<file path="config.mk">
export PLATFORM = sky130hd
export DESIGN_NAME = polygon_split_by_line
export DESIGN_NICKNAME = d
export VERILOG_FILES = /design/src/design/psl_pkg.sv /design/src/design/psl_regs.sv /design/src/design/psl_mac.sv /design/src/design/psl_div.sv /design/src/design/polygon_split_by_line.sv
export VERILOG_INCLUDE_DIRS = /design/src /design/src/design
export SDC_FILE = /design/constraint.sdc
export NUM_CORES = 2
export LEC_CHECK = 0
export BUFFER_PORTS_ARGS = -buffer_cell sky130_fd_sc_hd__buf_2
export CELL_PAD_IN_SITES_DETAIL_PLACEMENT = 1
export CELL_PAD_IN_SITES_GLOBAL_PLACEMENT = 1
export CORE_MARGIN = 4
export CORE_UTILIZATION = 40
export DETAILED_ROUTE_END_ITERATION = 12
export GPL_TIMING_DRIVEN = 0
export PLACE_DENSITY = 0.7
export SYNTH_ARGS = -nofsm -noshare
export SYNTH_HDL_FRONTEND = slang
export SYNTH_HIERARCHICAL = 1
export SYNTH_SLANG_ARGS = --single-unit
</file>
<file path="constraint.sdc">
create_clock -name clk_i -period 19.1 [get_ports clk_i]
set_input_delay 3.82 -clock clk_i [delete_from_list [all_inputs] [get_ports clk_i]]
set_output_delay 3.82 -clock clk_i [all_outputs]
set_load 0.05 [all_outputs]
</file>
<file path="src/design/polygon_split_by_line_defines.svh">
// Assertion helpers for the top-level design file.
`ifndef POLYGON_SPLIT_BY_LINE_DEFINES_SVH
`define POLYGON_SPLIT_BY_LINE_DEFINES_SVH

// Check that a condition holds at every clock edge outside reset.
`define PSL_ASSERT_NOW(label, prop, msg) \
  label: assert property (@(posedge clk_i) disable iff (!rst_ni) (prop)) else $error(msg);

// Check that a trigger is followed by a condition in the next cycle.
`define PSL_ASSERT_NEXT(label, trig, prop, msg) \
  label: assert property (@(posedge clk_i) disable iff (!rst_ni) (trig) |=> (prop)) \
    else $error(msg);

`endif

</file>
<file path="src/design/psl_pkg.sv">
package psl_pkg;

  localparam int unsigned PSL_COORD_BITS = 24;
  localparam int unsigned PSL_A_BITS     = 26;
  localparam int unsigned PSL_C_BITS     = 50;
  localparam int unsigned PSL_EPS_BITS   = 48;
  localparam int unsigned PSL_DATA_BITS  = 64;
  localparam int unsigned PSL_ADDR_BITS  = 5;

  typedef enum logic [1:0] {
    REG_LINE_A  = 2'd0,
    REG_LINE_B  = 2'd1,
    REG_LINE_C  = 2'd2,
    REG_EPSILON = 2'd3
  } psl_reg_e;

  typedef struct packed {
    logic signed [PSL_A_BITS-1:0] line_a;
    logic signed [PSL_A_BITS-1:0] line_b;
    logic signed [PSL_C_BITS-1:0] line_c;
    logic [PSL_EPS_BITS-1:0]      epsilon;
  } psl_cfg_t;

  // Width of a signed line distance for a given coordinate width.
  function automatic int unsigned psl_dist_bits(int unsigned cb);
    int unsigned prod;
    prod = PSL_A_BITS + cb + 1;
    return ((prod > PSL_C_BITS) ? prod : PSL_C_BITS) + 1;
  endfunction

endpackage

</file>
<file path="src/design/psl_regs.sv">
module psl_regs import psl_pkg::*; (
  input  logic                     clk_i,
  input  logic                     rst_ni,
  input  logic                     psel,
  input  logic                     penable,
  input  logic                     pwrite,
  input  logic [PSL_ADDR_BITS-1:0] paddr,
  input  logic [PSL_DATA_BITS-1:0] pwdata,
  output logic [PSL_DATA_BITS-1:0] prdata,
  output logic                     pready,
  output psl_cfg_t                 cfg_o
);

  psl_cfg_t cfg_q;
  psl_reg_e sel;

  assign sel    = psl_reg_e'(paddr[4:3]);
  assign pready = 1'b1;
  assign cfg_o  = cfg_q;

  always_ff @(posedge clk_i or negedge rst_ni) begin
    if (!rst_ni) begin
      cfg_q <= '0;
    end else if (psel && penable && pwrite) begin
      case (sel)
        REG_LINE_A:  cfg_q.line_a  <= pwdata[PSL_A_BITS-1:0];
        REG_LINE_B:  cfg_q.line_b  <= pwdata[PSL_A_BITS-1:0];
        REG_LINE_C:  cfg_q.line_c  <= pwdata[PSL_C_BITS-1:0];
        REG_EPSILON: cfg_q.epsilon <= pwdata[PSL_EPS_BITS-1:0];
        default:     cfg_q         <= cfg_q;
      endcase
    end
  end

  always_comb begin
    case (sel)
      REG_LINE_A:  prdata = PSL_DATA_BITS'(unsigned'(cfg_q.line_a));
      REG_LINE_B:  prdata = PSL_DATA_BITS'(unsigned'(cfg_q.line_b));
      REG_LINE_C:  prdata = PSL_DATA_BITS'(unsigned'(cfg_q.line_c));
      REG_EPSILON: prdata = PSL_DATA_BITS'(cfg_q.epsilon);
      default:     prdata = '0;
    endcase
  end

endmodule

</file>
<file path="src/design/psl_mac.sv">
// Bit-serial dual multiply-accumulate: acc = b1*m1 + b2*m2 + init,
// multiplier bits taken MSB first, one bit per cycle.
module psl_mac import psl_pkg::*; #(
  parameter int unsigned COORD_BITS = PSL_COORD_BITS,
  localparam int unsigned DW = psl_dist_bits(COORD_BITS),
  localparam int unsigned NW = COORD_BITS + DW + 1,
  localparam int unsigned CW = $clog2(COORD_BITS)
) (
  input  logic                         clk_i,
  input  logic                         rst_ni,
  input  logic                         start_i,
  input  logic [COORD_BITS-1:0]        bits1_i,
  input  logic [COORD_BITS-1:0]        bits2_i,
  input  logic signed [DW-1:0]         mult1_i,
  input  logic signed [DW-1:0]         mult2_i,
  input  logic signed [NW-1:0]         init_i,
  output logic                         done_o,
  output logic signed [NW-1:0]         acc_o
);

  logic                  busy_q, done_q;
  logic [CW-1:0]         cnt_q;
  logic [COORD_BITS-1:0] sh1_q, sh2_q;
  logic signed [DW-1:0]  m1_q, m2_q;
  logic signed [NW-1:0]  init_q, acc_q, t1, t2, acc_d;
  logic                  first, last;

  assign first  = (cnt_q == '0);
  assign last   = (cnt_q == CW'(COORD_BITS - 1));
  assign done_o = done_q;
  assign acc_o  = acc_q;

  always_comb begin
    // The sign bit carries negative weight.
    t1 = sh1_q[COORD_BITS-1] ? (first ? -NW'(m1_q) : NW'(m1_q)) : '0;
    t2 = sh2_q[COORD_BITS-1] ? (first ? -NW'(m2_q) : NW'(m2_q)) : '0;
    acc_d = (acc_q <<< 1) + t1 + t2 + (last ? init_q : '0);
  end

  always_ff @(posedge clk_i or negedge rst_ni) begin
    if (!rst_ni) begin
      busy_q <= 1'b0;
      done_q <= 1'b0;
      cnt_q  <= '0;
    end else begin
      done_q <= busy_q && last;
      if (start_i) begin
        busy_q <= 1'b1;
        cnt_q  <= '0;
      end else if (busy_q) begin
        cnt_q <= cnt_q + CW'(1);
        if (last) busy_q <= 1'b0;
      end
    end
  end

  always_ff @(posedge clk_i) begin
    if (start_i) begin
      sh1_q  <= bits1_i;
      sh2_q  <= bits2_i;
      m1_q   <= mult1_i;
      m2_q   <= mult2_i;
      init_q <= init_i;
      acc_q  <= '0;
    end else if (busy_q) begin
      sh1_q <= sh1_q << 1;
      sh2_q <= sh2_q << 1;
      acc_q <= acc_d;
    end
  end

endmodule

</file>
<file path="src/design/psl_div.sv">
// Restoring divider, one quotient bit per cycle, truncates toward zero.
// One extra leading step flags a quotient too wide for COORD_BITS bits;
// saturate the result to the signed COORD_BITS range then.
module psl_div import psl_pkg::*; #(
  parameter int unsigned COORD_BITS = PSL_COORD_BITS,
  localparam int unsigned DW = psl_dist_bits(COORD_BITS),
  localparam int unsigned NW = COORD_BITS + DW + 1,
  localparam int unsigned CW = $clog2(COORD_BITS + 1)
) (
  input  logic                         clk_i,
  input  logic                         rst_ni,
  input  logic                         start_i,
  input  logic signed [NW-1:0]         num_i,
  input  logic signed [DW:0]           den_i,
  output logic                         done_o,
  output logic [COORD_BITS-1:0]        quo_o
);

  logic                  busy_q, done_q, neg_q, fit, big;
  logic [CW-1:0]         cnt_q;
  logic [NW-1:0]         rem_q, dsr_q, num_mag;
  logic [DW:0]           den_mag;
  logic [COORD_BITS:0]   quo_q;

  assign num_mag = num_i[NW-1] ? NW'(-num_i) : NW'(num_i);
  assign den_mag = den_i[DW] ? (DW+1)'(-den_i) : (DW+1)'(den_i);
  assign fit     = (rem_q >= dsr_q);
  assign big     = quo_q[COORD_BITS] | quo_q[COORD_BITS-1];
  assign done_o  = done_q;
  assign quo_o   = neg_q ?
                   (big ? {1'b1, {(COORD_BITS-1){1'b0}}} : (-quo_q[COORD_BITS-1:0])) :
                   (big ? {1'b0, {(COORD_BITS-1){1'b1}}} : quo_q[COORD_BITS-1:0]);

  always_ff @(posedge clk_i or negedge rst_ni) begin
    if (!rst_ni) begin
      busy_q <= 1'b0;
      done_q <= 1'b0;
      cnt_q  <= '0;
    end else begin
      done_q <= busy_q && (cnt_q == CW'(COORD_BITS));
      if (start_i) begin
        busy_q <= 1'b1;
        cnt_q  <= '0;
      end else if (busy_q) begin
        cnt_q <= cnt_q + CW'(1);
        if (cnt_q == CW'(COORD_BITS)) busy_q <= 1'b0;
      end
    end
  end

  always_ff @(posedge clk_i) begin
    if (start_i) begin
      rem_q <= num_mag;
      dsr_q <= NW'(den_mag) << COORD_BITS;
      neg_q <= num_i[NW-1] ^ den_i[DW];
      quo_q <= '0;
    end else if (busy_q) begin
      if (fit) rem_q <= rem_q - dsr_q;
      dsr_q <= dsr_q >> 1;
      quo_q <= {quo_q[COORD_BITS-1:0], fit};
    end
  end

endmodule

</file>
<file path="src/design/polygon_split_by_line.sv">
// Polygon splitter against a configured line a*x + b*y + c.
// Input channel (in_valid_i/in_ready_o): one word per vertex. kind_i = 0
// primes the previous vertex with the polygon's last vertex and yields no
// result; kind_i = 1 classifies the vertex and yields one or two words.
// Output channel (out_valid_o/out_ready_i): an optional crossing point sent
// to both sides, then the vertex itself with last_of_run_o set.
// The block works on one word at a time. A word without crossing takes one
// serial distance pass through the shared multiply-accumulate; a crossing
// word takes two serial distance passes (new vertex, then previous vertex)
// and two serial numerator passes through the shared multiply-accumulate,
// and two serial divisions, in the order x numerator, x division, y
// numerator, y division, before its crossing point shows. No new word is
// taken until the block is through with the last one.
// A stalled receiver holds the result word in the output register; no new
// input is taken until every result of the word is gone.
// Reset clears the line registers to zero and the previous vertex to the
// origin, classed on the line. Registers are written over the APB port
// at byte address 8*index.
`include "polygon_split_by_line_defines.svh"

module polygon_split_by_line import psl_pkg::*; #(
  parameter int unsigned COORD_BITS = PSL_COORD_BITS
) (
  input  logic                         clk_i,
  input  logic                         rst_ni,
  input  logic                         psel,
  input  logic                         penable,
  input  logic                         pwrite,
  input  logic [PSL_ADDR_BITS-1:0]     paddr,
  input  logic [PSL_DATA_BITS-1:0]     pwdata,
  output logic [PSL_DATA_BITS-1:0]     prdata,
  output logic                         pready,
  input  logic                         in_valid_i,
  output logic                         in_ready_o,
  input  logic                         kind_i,
  input  logic signed [COORD_BITS-1:0] vertex_x_i,
  input  logic signed [COORD_BITS-1:0] vertex_y_i,
  input  logic                         last_vertex_i,
  output logic                         out_valid_o,
  input  logic                         out_ready_i,
  output logic                         to_front_o,
  output logic                         to_back_o,
  output logic signed [COORD_BITS-1:0] out_x_o,
  output logic signed [COORD_BITS-1:0] out_y_o,
  output logic                         is_crossing_o,
  output logic                         last_of_run_o,
  output logic                         polygon_done_o
);

  localparam int unsigned DW = psl_dist_bits(COORD_BITS);
  localparam int unsigned NW = COORD_BITS + DW + 1;

  // Side classes.
  localparam logic [1:0] SIDE_ON    = 2'd0;
  localparam logic [1:0] SIDE_FRONT = 2'd1;
  localparam logic [1:0] SIDE_BACK  = 2'd2;

  // Sequencer states.
  localparam logic [3:0] S_IDLE = 4'd0;
  localparam logic [3:0] S_DB   = 4'd1;  // distance of the new vertex
  localparam logic [3:0] S_DA   = 4'd2;  // distance of the previous vertex
  localparam logic [3:0] S_NX   = 4'd3;  // x numerator
  localparam logic [3:0] S_QX   = 4'd4;  // x division
  localparam logic [3:0] S_NY   = 4'd5;  // y numerator
  localparam logic [3:0] S_QY   = 4'd6;  // y division
  localparam logic [3:0] S_COUT = 4'd7;  // crossing word on output
  localparam logic [3:0] S_VOUT = 4'd8;  // vertex word on output

  psl_cfg_t cfg;

  logic [3:0]                  state_q, state_d;
  logic                        kind_q, last_q;
  logic signed [COORD_BITS-1:0] cur_x_q, cur_y_q, prev_x_q, prev_y_q, ix_q;
  logic [1:0]                  cur_side_q, prev_side_q, side_now;
  logic signed [DW-1:0]        db_q, da_q, dist_now, eps_ext;

  logic                        mac_start, mac_done;
  logic [COORD_BITS-1:0]       mac_b1, mac_b2;
  logic signed [DW-1:0]        mac_m1, mac_m2;
  logic signed [NW-1:0]        mac_init, mac_acc;

  logic                        div_start, div_done;
  logic signed [DW:0]          den;
  logic                        den_zero;
  logic [COORD_BITS-1:0]       div_quo;

  logic                        out_valid_q, to_front_q, to_back_q;
  logic                        cross_q, last_run_q, done_q;
  logic signed [COORD_BITS-1:0] out_x_q, out_y_q;
  logic                        crossing, load_vtx, load_cross;

  psl_regs u_regs (
    .clk_i, .rst_ni, .psel, .penable, .pwrite, .paddr, .pwdata,
    .prdata, .pready, .cfg_o(cfg)
  );

  psl_mac #(.COORD_BITS(COORD_BITS)) u_mac (
    .clk_i, .rst_ni, .start_i(mac_start), .bits1_i(mac_b1), .bits2_i(mac_b2),
    .mult1_i(mac_m1), .mult2_i(mac_m2), .init_i(mac_init),
    .done_o(mac_done), .acc_o(mac_acc)
  );

  psl_div #(.COORD_BITS(COORD_BITS)) u_div (
    .clk_i, .rst_ni, .start_i(div_start), .num_i(mac_acc), .den_i(den),
    .done_o(div_done), .quo_o(div_quo)
  );

  // Classify the distance that the accumulator holds right now.
  assign dist_now = mac_acc[DW-1:0];
  assign eps_ext  = DW'(signed'({1'b0, cfg.epsilon}));
  always_comb begin
    if (dist_now > eps_ext)       side_now = SIDE_FRONT;
    else if (dist_now < -eps_ext) side_now = SIDE_BACK;
    else                          side_now = SIDE_ON;
  end

  assign crossing = (side_now == SIDE_FRONT && prev_side_q == SIDE_BACK) ||
                    (side_now == SIDE_BACK && prev_side_q == SIDE_FRONT);
  assign den = (DW+1)'(da_q) - (DW+1)'(db_q);
  // A zero divisor puts the crossing point on the previous vertex.
  assign den_zero = (den == '0);
  assign in_ready_o = (state_q == S_IDLE);

  // Operand select for the shared multiply-accumulate.
  always_comb begin
    mac_b1   = '0;
    mac_b2   = '0;
    mac_m1   = DW'(cfg.line_a);
    mac_m2   = DW'(cfg.line_b);
    mac_init = NW'(cfg.line_c);
    case (state_q)
      S_IDLE: begin
        mac_b1 = vertex_x_i;
        mac_b2 = vertex_y_i;
      end
      S_DB: begin
        mac_b1 = prev_x_q;
        mac_b2 = prev_y_q;
      end
      S_DA: begin
        mac_b1   = cur_x_q;
        mac_b2   = prev_x_q;
        mac_m1   = dist_now;
        mac_m2   = -db_q;
        mac_init = '0;
      end
      S_QX: begin
        mac_b1   = cur_y_q;
        mac_b2   = prev_y_q;
        mac_m1   = da_q;
        mac_m2   = -db_q;
        mac_init = '0;
      end
      default: begin
        mac_b1 = '0;
      end
    endcase
  end

  // Sequencer.
  always_comb begin
    state_d    = state_q;
    mac_start  = 1'b0;
    div_start  = 1'b0;
    load_vtx   = 1'b0;
    load_cross = 1'b0;
    case (state_q)
      S_IDLE: begin
        if (in_valid_i) begin
          mac_start = 1'b1;
          state_d   = S_DB;
        end
      end
      S_DB: begin
        if (mac_done) begin
          if (!kind_q) begin
            state_d = S_IDLE;
          end else if (crossing) begin
            mac_start = 1'b1;
            state_d   = S_DA;
          end else begin
            load_vtx = 1'b1;
            state_d  = S_VOUT;
          end
        end
      end
      S_DA: begin
        if (mac_done) begin
          mac_start = 1'b1;
          state_d   = S_NX;
        end
      end
      S_NX: begin
        if (mac_done) begin
          div_start = 1'b1;
          state_d   = S_QX;
        end
      end
      S_QX: begin
        if (div_done) begin
          mac_start = 1'b1;
          state_d   = S_NY;
        end
      end
      S_NY: begin
        if (mac_done) begin
          div_start = 1'b1;
          state_d   = S_QY;
        end
      end
      S_QY: begin
        if (div_done) begin
          load_cross = 1'b1;
          state_d    = S_COUT;
        end
      end
      S_COUT: begin
        if (out_ready_i) begin
          load_vtx = 1'b1;
          state_d  = S_VOUT;
        end
      end
      S_VOUT: begin
        if (out_ready_i) state_d = S_IDLE;
      end
      default: begin
        state_d = S_IDLE;
      end
    endcase
  end

  always_ff @(posedge clk_i or negedge rst_ni) begin
    if (!rst_ni) begin
      state_q     <= S_IDLE;
      out_valid_q <= 1'b0;
      prev_x_q    <= '0;
      prev_y_q    <= '0;
      prev_side_q <= SIDE_ON;
    end else begin
      state_q <= state_d;
      if (load_vtx || load_cross) out_valid_q <= 1'b1;
      else if (state_q == S_VOUT && out_ready_i) out_valid_q <= 1'b0;
      // Advance the previous vertex once this word is done with it; a priming
      // word takes its side straight from the classifier.
      if (state_q == S_DB && mac_done && !kind_q) begin
        prev_x_q    <= cur_x_q;
        prev_y_q    <= cur_y_q;
        prev_side_q <= side_now;
      end else if (state_q == S_VOUT && out_ready_i) begin
        prev_x_q    <= cur_x_q;
        prev_y_q    <= cur_y_q;
        prev_side_q <= cur_side_q;
      end
    end
  end

  always_ff @(posedge clk_i) begin
    if (in_valid_i && in_ready_o) begin
      kind_q  <= kind_i;
      last_q  <= last_vertex_i;
      cur_x_q <= vertex_x_i;
      cur_y_q <= vertex_y_i;
    end
    if (state_q == S_DB && mac_done) begin
      db_q       <= dist_now;
      cur_side_q <= side_now;
    end
    if (state_q == S_DA && mac_done) da_q <= dist_now;
    if (state_q == S_QX && div_done) ix_q <= den_zero ? prev_x_q : div_quo;
    if (load_cross) begin
      to_front_q <= 1'b1;
      to_back_q  <= 1'b1;
      out_x_q    <= ix_q;
      out_y_q    <= den_zero ? prev_y_q : div_quo;
      cross_q    <= 1'b1;
      last_run_q <= 1'b0;
      done_q     <= 1'b0;
    end else if (load_vtx) begin
      // The side is in cur_side_q unless this is the first pass result.
      to_front_q <= (state_q == S_DB ? side_now : cur_side_q) != SIDE_BACK;
      to_back_q  <= (state_q == S_DB ? side_now : cur_side_q) != SIDE_FRONT;
      out_x_q    <= cur_x_q;
      out_y_q    <= cur_y_q;
      cross_q    <= 1'b0;
      last_run_q <= 1'b1;
      done_q     <= last_q;
    end
  end

  assign out_valid_o    = out_valid_q;
  assign to_front_o     = to_front_q;
  assign to_back_o      = to_back_q;
  assign out_x_o        = out_x_q;
  assign out_y_o        = out_y_q;
  assign is_crossing_o  = cross_q;
  assign last_of_run_o  = last_run_q;
  assign polygon_done_o = done_q;

  `PSL_ASSERT_NOW(a_cross_both, !(out_valid_o && is_crossing_o) || (to_front_o && to_back_o && !last_of_run_o), "crossing word must go to both sides")
  `PSL_ASSERT_NOW(a_one_at_a_time, !(in_ready_o && out_valid_o), "input taken while a result is pending")
  `PSL_ASSERT_NEXT(a_vertex_follows, out_valid_o && is_crossing_o && out_ready_i, out_valid_o && !is_crossing_o && last_of_run_o, "vertex word must follow a crossing")

endmodule

</file>
; ---- After elaboration in Yosys (flattened, before gate mapping)
; Cells that the tools add are included.
[classes]
addsub = 14
multipliers = 0
div = 0
order_cmp = 3
eq_ne = 28
shifts = 0
mux = 77
bitwise_logic = 2
n_reduce_logical = 34
[op_table]
columns = operator, n
row1 = $mux W77, 11
row2 = $mux W24, 17
row3 = $pmux W64 S4, 1
row4 = $add A77 B77 Y77, 3
row5 = $neg A77 Y77, 3
row6 = $pmux W52 S2, 1
row7 = $pmux W24 S4, 1
row8 = $ge A77 B77 Y1, 1
row9 = $sub A77 B77 Y77, 1
row10 = $pmux W24 S3, 1
row11 = $logic_not A53 Y1, 1
row12 = $mux W53, 1
row13 = $neg A53 Y53, 1
row14 = $sub A52 B52 Y53, 1
row15 = $gt A52 B49 Y1, 1
row16 = $lt A52 B52 Y1, 1
row17 = $mux W52, 1
row18 = $neg A48 Y52, 1
row19 = $neg A52 Y52, 1
row20 = $mux W4, 11
row21 = $pmux W4 S9, 1
row22 = $neg A24 Y24, 1
row23 = $mux W1, 20
row24 = $mux W5, 4
row25 = other kinds (25), 72
[word_totals]
reg_bits = 911
latchBits = 0
ram_bits = 0
rom_bits = 0
inputBits = 126
output_inout_bits = 120
wordCells = 199
memories = 0

; ---- Longest topological paths before layout
[logic_depth]
ltp_word = 13
ltp_mapped = 29
mapped_depth_nobuf = 26

; ---- Cells and area by module
; Netlist, hierarchy kept.
[modules_own_cells]
columns = mod, n_inst, cells_each, area_each_um2, seq_area_each_um2
row1 = psl_mac, 1, 2183, 21964.8, 8593.2
row2 = polygon_split_by_line, 1, 2229, 21242.9, 8323.0
row3 = psl_div, 1, 1948, 16040.4, 5089.9
row4 = psl_regs, 1, 422, 6805.3, 3753.6

; ---- Worst setup path after synthesis
; Ideal clock, no wire load.
[synth_timing]
path_type = reg2reg
startpoint = reg u_regs.cfg_q, in the netlist u_regs/cfg_o[2]
endpoint = reg u_mac.acc_q[70], in the netlist u_mac/acc_o[70]
setup_time_ps = 220
arrival_ps = 19765
t_required_ps = 18880
setup_slack_ps = -886
path_stages_with_launch = 27
path_buffers = 2
period_less_slack_ps = 19986
path_cell_list = dfrtp_1 -> nor4_1 -> nand2_1 -> or3_1 -> nand2b_1 -> nor2b_1 -> nand2_1 -> nor3_1 -> nand3_1 -> nor3_1 -> xnor2_1 -> ha_1 -> a21o_1 -> a21o_1 -> a21o_1 -> a21o_1 -> a21o_1 -> a21oi_1 -> nand4_1 -> a21o_1 -> o22a_1 -> o21ai_0 -> clkbuf_1 -> nor2_1 -> clkinv_1 -> clkbuf_1 -> o32ai_1
[synth_between]
elab_chain_cells = 11
elab_cells_between_ends = 14
classes_between = add/sub: 1 / order compare: 2 / eq/ne: 2 / mux: 6 / reduce/logical: 3
[synth_rtl]
columns = element, line
row1 = "start, declared", psl_regs.sv:14  ; psl_cfg_t cfg_q;
row2 = "start signal, assigned", psl_regs.sv:30  ; default: cfg_q <= cfg_q;
row3 = $neg A48 Y52, polygon_split_by_line.sv:113  ; else if (dist_now < -eps_ext) side_now = SIDE_BACK;
row4 = $lt A52 B52 Y1, polygon_split_by_line.sv:113
row5 = $mux W2, polygon_split_by_line.sv:113
row6 = $mux W2 (*), polygon_split_by_line.sv:112  ; if (dist_now > eps_ext) side_now = SIDE_FRONT;
row7 = $eq A2 B1 Y1 or $eq A2 B2 Y1 (tied branches), "polygon_split_by_line.sv:117, polygon_split_by_line.sv:118"
row8 = "$logic_and A1 B1 Y1, on equally long branches", "polygon_split_by_line.sv:117, polygon_split_by_line.sv:118"
row9 = $logic_or A1 B1 Y1 (*), polygon_split_by_line.sv:117  ; assign crossing = (side_now == SIDE_FRONT && prev_side_q == SIDE_BACK) ||
row10 = $mux W1 (*), polygon_split_by_line.sv:178  ; end else if (crossing) begin
row11 = $mux W1 (*), polygon_split_by_line.sv:176  ; if (!kind_q) begin
row12 = $mux W1 (*), polygon_split_by_line.sv:175  ; if (mac_done) begin
row13 = $pmux W1 S4 (*), polygon_split_by_line.sv:167  ; case (state_q)
row14 = net mac_start, polygon_split_by_line.sv:77  ; logic mac_start, mac_done;
row15 = "end signal, assigned", psl_mac.sv:64  ; acc_q <= '0;
row16 = "end signal, assigned", psl_mac.sv:68  ; acc_q <= acc_d;
row17 = "end, declared", psl_mac.sv:25  ; logic signed [NW-1:0] init_q, acc_q, t1, t2, acc_d;
; Mark *: on every way through the listed nets, which the timed path passes. The rest lies on a longest branch.
; A chain may end at the register's enable or synchronous reset.

; ---- Worst setup path in the final report
[layout_timing]
startpoint = reg u_regs.cfg_q, in the netlist u_regs/cfg_o[2]
endpoint = reg u_mac.acc_q[66], in the netlist u_mac/acc_o[66]
; Same word-level chain as after synthesis.

==> qor.yml <==
status: "complete, but fails checks"
violations: "capacitance limit, slew limit"
hold_path_class: "flip-flop to flip-flop"
dp_hpwl_um: 207000
via_count: 56200
layout_commonest_cell: "nand2_1"
hold_buffers: 0
setup_violations: 0
preCtsSetupSlack_ps: 9660
gr-usage-all-layers_pct: 29.0
holdPathStages: 2
start_kind: "flip-flop"
final_area_um2: 73800
skew_ps: 38.4
htree_num_levels: 3
drv_slew: 11
whs_endpoint: "is_crossing_o"
cp_slowest_cell: "clkinv_1"
final_core_util_pct: 45.1
hold_violations: 0
stdcell_count: 9403
cts_buffers: 108
avgSynthCellArea_um2: 9.74
crit_required_ps: 19760
p_int_mw: 6.15
synth_top_family_by_area: "compound AO/OA/AOI/OAI gates"
numPortBuffers: 211
clk_path_buf_depth: 3
io_pins: 246
wirelength_um: 258000
cts_tree: "yes"
path_depth: 26
die-area_um2: 172000
synth_mux_area_share_pct: 7.54
power_frac_clock_pct: 18.2
place_inst: 9198
rsz0062_at_grt: "false"
synthXorXnorAreaFrac_pct: 6.58
clock_sinks: 938
antenna_found_initial: 17
fin_crit_sh_pct: 49.9
final.fill_count: 18500
synthArstFlopShare_pct: 23.3
clkLatencyLatePin_ps: 770
seqCellArea_um2: 25800
cpPeakStageDelay_ps: 780
core_area_um2: 164000
grt_max_degree: 112
cts_setup_buffers: 0
first_pass_iters: 10
wl_per_cell_um: 27.4
period_minus_slack_ps: 9540
hold_ws_ps: 479
rr_endpoint: "u_mac/acc_o[66]"
cts-root-buf: "clkbuf_16"
synth-main-ff-cell: "edfxtp_1"
cp_top_family: "simple AND/OR/NAND/NOR gates"
p_sw_share_pct: 47.2
multi_input_area_um2: 36900
syn_to_final_growth_pct: 11.7
synthAdderAreaFrac_pct: 10.6
fmax_ghz: 0.105
drive_gt1_share_pct: 12.5
die_y_um: 414
start_util_pct: 40.4
critical_path.max_fanout: 31
p_switching_mw: 5.49
postRouteAntennaNets: 0
cap_violations: 1
p_leak_nw: 30.1
timing.rr.start: "u_regs/cfg_o[2]"
gp_congestion: 0.976
yosysSeqAreaShare_pct: 39.0
worst-path-buf-inv: 5
place_area_um2: 70300
worstSetupPathType: "flip-flop to flip-flop"
worstMarginPinSlew_ps: 1500
synth.distinct_cells: 126
worstPathArrival_ps: 10200
reg2reg_slack_ps: 9560
yosys_warnings: 6
min_from: "is_crossing_o"
seqPwrFrac_pct: 30.2
clk_pin_slew_ps: 60
drcViolationCount: 0
via_per_inst: 5.98
core.rowCount: 148
setup_tns_ps: 0
p_comb_share_pct: 51.6
grt_pass1_wl_um: 380000
first_global_vias: 57700
power-per-cell-area_nw_per_um2: 158
maxSlewHeadroom_pct: -0.156
synth_cells: 6782
nets: 7726
power_mw: 11.6
cts_resized: 0
die_w_um: 414
synth-seq-cells: 938
grt_overflow: 0
synth-edff-count: 588
netlist_area_um2: 66100
ff2ff_path_depth: 26
fin_ws_ps: 9560
drtIter0Drc: 5652
ir_drop_mv: 0.104
synth-compound-area-share_pct: 16.1
yosys.area_share.simple_pct: 14.9
final_cell_mix: "765 x nand2_1, 588 x edfxtp_1, 506 x inv_1, 420 x nor2_1, 398 x a21oi_1"
end_kind: "flip-flop"
## flip-flops by register name, summed over array words and instances (netlist names), 5 cells and up
signal        count
cur_x_q          24
u_div/dsr_q      77
u_div/cnt_q       5
u_div/rem_q      77
out_y_o          24
u_mac/sh2_q      24
u_mac/init_q     77
u_div/quo_q      25
u_mac/acc_o      77
u_mac/m2_q       52
out_x_o          24
u_mac/m1_q       52
u_mac/cnt_q       5
db_q             52
da_q             52
cur_y_q          24
prev_y_q         24
u_mac/sh1_q      24
u_regs/cfg_o    150
prev_x_q         24
ix_q             24
## per-layer routing
metal | up-vias | track usage, % | routed length (um)
li1 | 25100 | - | -
met1 | 28600 | 40.5 | 112000
met2 | 2172 | 45.9 | 115000
met3 | 389 | 4.60 | 20300
met4 | 10 | 9.99 | 9380
met5 | - | 0 | 67
## cells in the mapped netlist (all sizes together), types with 120 or more instances
library cell / n / area, um2
a21o: 136 / 1020
a21oi: 406 / 2070
clkbuf: 257 / 967
dfrtp: 219 / 5480
dfxtp: 131 / 2620
edfxtp: 588 / 17700
fa: 154 / 3080
ha: 313 / 3920
inv: 506 / 1900
mux2: 269 / 3190
mux2i: 120 / 1200
nand2: 766 / 2880
nand4: 123 / 776
nor2: 424 / 1600
o21ai: 338 / 1700
xnor2: 328 / 2870
xor2: 168 / 1470
## tightest hold or removal path, delay by kind of cell, from the launching register on
family / cells / cell delay [ps]
flops: 1 / 310
compound gates: 1 / 70
buf+inv: 1 / 40
## how the worst max path moves through the flow
stage,from,end,slack [ps]
floorplan,u_regs/cfg_o[2],u_mac/acc_o[70],3890
global placement,u_regs/cfg_o[2],u_mac/acc_o[70],-3880
detailed placement,u_regs/cfg_o[2],u_mac/sh1_q[12],9660
CTS,u_regs/cfg_o[2],u_mac/acc_o[66],9640
global route,u_regs/cfg_o[2],u_mac/acc_o[72],9130
finish,u_regs/cfg_o[2],u_mac/acc_o[66],9560
## cell families after synthesis
logic type,count (synthesis)
AO/OA/AOI/OAI,1564
XOR/XNOR,496
adder cells (fa/ha/maj),467
buffers and inverters,872
flip-flops,938
multiplexers,415
other,2
AND/OR/NAND/NOR,2028
## power groups by stage
| stage | Sequential (mW) | Clock (mW) | Combinational [mW] |
|---|---|---|---|
| 2_1_floorplan | 3.13 | 0 | 4.15 |
| 6_report | 3.51 | 2.12 | 6.01 |
| 3_5_place_dp | 3.50 | 0 | 5.84 |
| 4_1_cts | 3.47 | 2.16 | 5.91 |
| 5_1_grt | 3.54 | 2.24 | 6.59 |
| 3_3_place_gp | 3.54 | 0 | 5.66 |
## cell type report
type	instances	area share (%)
clock buffer	152	4.11
tap	2175	3.69
timing repair buffer	228	1.92
buffer	365	2.13
clock inverter	50	0.636
antenna	3	0.0102
multi-input combinational	4985	50.0
sequential	938	34.9
inverter	507	2.58
No activity file was read; power rests on OpenSTA's default activity.
